===== src/hdl/hps_bucket_mod.sv =====
// Bucket index unit: identifier modulo the bucket count.
module hps_bucket_mod #(
  parameter int BUCKETS  = 4096,
  parameter int PID_BITS = 22,
  parameter int IDX_W    = 12
) (
  input  logic                clk_i,
  input  logic                rst_ni,
  input  logic                start_i,
  input  logic [PID_BITS-1:0] pid_i,
  output logic                done_o,
  output logic [IDX_W-1:0]    bucket_o
);

  localparam bit IS_POW2 = ((BUCKETS & (BUCKETS - 1)) == 0);

  logic             done_q;
  logic [IDX_W-1:0] rem_q;

  assign done_o   = done_q;
  assign bucket_o = rem_q;

  if (IS_POW2) begin : g_mask
    localparam int EXT_W = PID_BITS + IDX_W;
    logic [EXT_W-1:0] pid_ext;

    // Reducing by a power of two keeps the low bits only.
    assign pid_ext = EXT_W'(pid_i);

    always_ff @(posedge clk_i or negedge rst_ni) begin
      if (!rst_ni) begin
        done_q <= 1'b0;
      end else begin
        done_q <= start_i;
      end
    end

    always_ff @(posedge clk_i) begin
      if (start_i) begin
        rem_q <= (BUCKETS > 1) ? pid_ext[IDX_W-1:0] : '0;
      end
    end
  end else begin : g_recip
    // The quotient is exact for every identifier when the reciprocal is rounded up
    // and the shift covers the identifier and index widths.
    localparam int SHIFT = PID_BITS + IDX_W;
    localparam int PRD_W = SHIFT + PID_BITS + 1;
    localparam int DIF_W = PID_BITS + IDX_W;
    localparam logic [63:0] RECIP =
      ((64'd1 << SHIFT) + 64'(BUCKETS) - 64'd1) / 64'(BUCKETS);

    logic [PRD_W-1:0]    prod;
    logic [DIF_W-1:0]    diff;
    logic [PID_BITS:0]   quo_q;
    logic [PID_BITS-1:0] pid_q;
    logic                stage_q;

    // First step: quotient by reciprocal multiplication. Second: remainder by
    // subtracting the quotient times the bucket count.
    assign prod = PRD_W'(pid_i) * PRD_W'(RECIP[PID_BITS:0]);
    assign diff = DIF_W'(pid_q) - DIF_W'(quo_q) * DIF_W'(BUCKETS);

    always_ff @(posedge clk_i or negedge rst_ni) begin
      if (!rst_ni) begin
        stage_q <= 1'b0;
        done_q  <= 1'b0;
      end else begin
        stage_q <= start_i;
        done_q  <= stage_q;
      end
    end

    always_ff @(posedge clk_i) begin
      if (start_i) begin
        pid_q <= pid_i;
        quo_q <= prod[PRD_W-1:SHIFT];
      end
      if (stage_q) begin
        rem_q <= diff[IDX_W-1:0];
      end
    end
  end

endmodule


===== config.mk =====
export PLATFORM = sky130hd
export DESIGN_NAME = hps_bucket_mod
export DESIGN_NICKNAME = d
export VERILOG_FILES = /design/src/hdl/hps_bucket_mod.sv
export SDC_FILE = /design/constraint.sdc
export NUM_CORES = 1
export LEC_CHECK = 0
export ABC_AREA = 1
export BUFFER_PORTS_ARGS = -buffer_cell sky130_fd_sc_hd__buf_2
export CORE_MARGIN = 2
export CORE_UTILIZATION = 29
export CTS_CLUSTER_DIAMETER = 80
export DETAILED_ROUTE_END_ITERATION = 8
export GPL_ROUTABILITY_DRIVEN = 0
export PLACE_DENSITY = 0.75
export SLEW_MARGIN = 30
export SYNTH_ARGS = -nofsm -noshare
export SYNTH_HDL_FRONTEND = slang
export SYNTH_SLANG_ARGS = --single-unit

===== constraint.sdc =====
create_clock -name clk_i -period 0.8 [get_ports clk_i]
set_clock_uncertainty 0.2 [all_clocks]
set_input_delay 0 -clock clk_i [delete_from_list [all_inputs] [get_ports clk_i]]
set_output_delay 0 -clock clk_i [all_outputs]
set_load 0.01 [all_outputs]

==> results.yml <==
clock_tree:
  root_buffer: "clkbuf_4"
  tritoncts: "built"
  cts_max_level: 1
  ctsResizeCount: 0
  cts_sinks: 13
  clock_path_buffers: 2
  post-cts-setup-buffer-count: 0
  cts_buffers: 3
  path_clk_slew_ps: 70
yosys:
  syn_avg_cell_area_um2: 29.64
  syn_inst: 13
  synth_edf_count: 12
  syn_area_um2: 385.4
  synth.most_common_cell: "edfxtp_1"
  synth.largest_area_cell: "edfxtp_1"
  netlist_top_cells_count: "12 x edfxtp_1, 1 x dfrtp_1"
  yosysSeqAreaShare: 1.000
  synth_async_sr_flop_share: 0.07692
  synth_seq_cells: 13
  synthDistinctLibCells: 2
  yosysWarnings: 0
  synth_top_cell_area_share: 0.9351
  syn-num-nets: 38
  synthTopCellsByArea: "edfxtp_1 94%, dfrtp_1 6.5%"
  synthFlopType: "edfxtp_1"
status:
  outcome: "finished, violations left"
  violations: "hold timing, setup timing"
finish:
  fin_area_um2: 585.6
  nMultiInputCombCells: 0
  multi_input_area_um2: 0
  area_growth_pct: 51.95
  drive_gt1_frac: 0.6522
  fin_nets: 72
  diodes: 0
worst_setup_path:
  startpoint: "bucket_o[10]"
  crit_path_start_kind: "flop"
  critPathRequiredTime_ps: 600
  path_cells: "buf_2"
  cpPeakStageDelay_ps: 370
  criticalPathCategory: "reg2out"
  worst-path-buf-inv: 1
  arrival_ps: 790
  cp.depth: 1
  critical-path-top-delay-family: "flip-flops"
  cp-end-kind: "output port"
  crit_slowest_cell: "edfxtp_1"
  worstPathMaxFanout: 1
power:
  p_leak_nw: 0.2587
  p_comb_frac: 0.096
  power_density_nw_per_um2: 2259
  vdd_drop_max_v: 0.001061
  clkPwrFrac: 0.292
  switching_share: 0.2030
  power_frac_seq: 0.612
  p_total_mw: 1.323
  p_switching_uw: 268.5
  power.internal_mw: 1.054
placed_design:
  dpl-instance-area_um2: 539.3
  io_buffers: 27
routing:
  num_vias: 250
  drt_iter0_drc: 1
  avgRoutedWirePerCell_um: 11.54
  drtPass1Iterations: 2
  drc: 0
  routed_wirelength_um: 704
  antenna_left: 0
  viasPerCell: 4.098
hold_path:
  min_from: "pid_i[11]"
  min_path_type: "in2reg"
  min_path_cells: 1
global_route:
  grt_pass1_vias: 254
  grt_pass1_wl_um: 1000
  grt_max_degree: 14
  grt_antenna_before_repair: 0
  overflow: 0
  grt_usage: 0.1083
floorplanning:
  rows: 13
  num_io_pins: 38
  die_w_um: 40.46
  core-area_um2: 1269
  die-area_um2: 1637
  start_util: 0.3037
  die_y_um: 40.46
sta:
  relSlewSlack: 0.8256
  fin_hold_ws_ps: -296.1
  tightest_slew_ps: 261.6
  slew_violations: 0
  rsz0062_at_grt: "true"
  period_minus_slack_ps: 992.7
  period_share: 1.241
  fin_ws_ps: -192.7
  fmax_mhz: 1007
  hold_viol: 25
  final-setup-viol-count: 14
run:
  maxCapViolations: 0
[per-layer routing]
metal  part of all wire  up-vias  global-route usage
li1                   -      118                   -
met1               0.37      106             0.09187
met2               0.45       26              0.1786
met3               0.18        0             0.05556
met4                  0        0              0.1000
met5                  0        -                   0
[layout make-up]
type,instances,area [µm²]
clock buffer,4,26.28
fill,116,683.2
sequential,13,385.4
tap,15,18.77
timing repair buffer,29,155.1
[cell families after synthesis]
family / count (synthesis) / synth area share
flip-flops: 13 / 1.000
[power groups by stage]
stage	clock network [mW]	logic (mW)	registers [mW]
floorplan	0	0	0.858
global placement	0	0.119	0.823
detailed placement	0	0.122	0.827
CTS	0.405	0.126	0.812
global route	0.431	0.141	0.817
finish	0.386	0.126	0.810
[worst paths after layout]
path	slack, ps	end
worst max-delay path	-190	bucket_o[10]
min in group asynchronous	-170	done_o
worst min-delay path	-300	bucket_o[11]
max in group asynchronous	490	done_o
[metrics by stage]
| step | setup TNS (ps) | instances | worst slack (ps) | util |
|---|---|---|---|---|
| final | -2244 | 61 | -192.7 | 0.4615 |
| after CTS | -2434 | 60 | -218.9 | 0.4536 |
| after global placement | 0 | 55 | 26.12 | 0.4250 |
| after floorplan | 0 | 13 | 206.2 | - |
| after detailed placement | 0 | 55 | 8.192 | 0.4250 |
| after global routing | -2826 | 61 | -251.9 | 0.4615 |
[repair_timing]
item,in CTS,in global routing
hold endpoints to repair,26,26
endpoints found under the setup margin,13,13
hold buffers,1,1
[cell usage in the layout, fill, tap and decap left out, drive strengths merged]
cell type / Yosys / routed
edfxtp: 12 / 12
clkbuf: 0 / 4
buf: 0 / 27
dfrtp: 1 / 1
dlygate4sd3: 0 / 2
[registers in the layout, summed over array words and instances (netlist names)]
name	count
bucket_o	12
done_o	1
(Power assumes the default switching activity.)
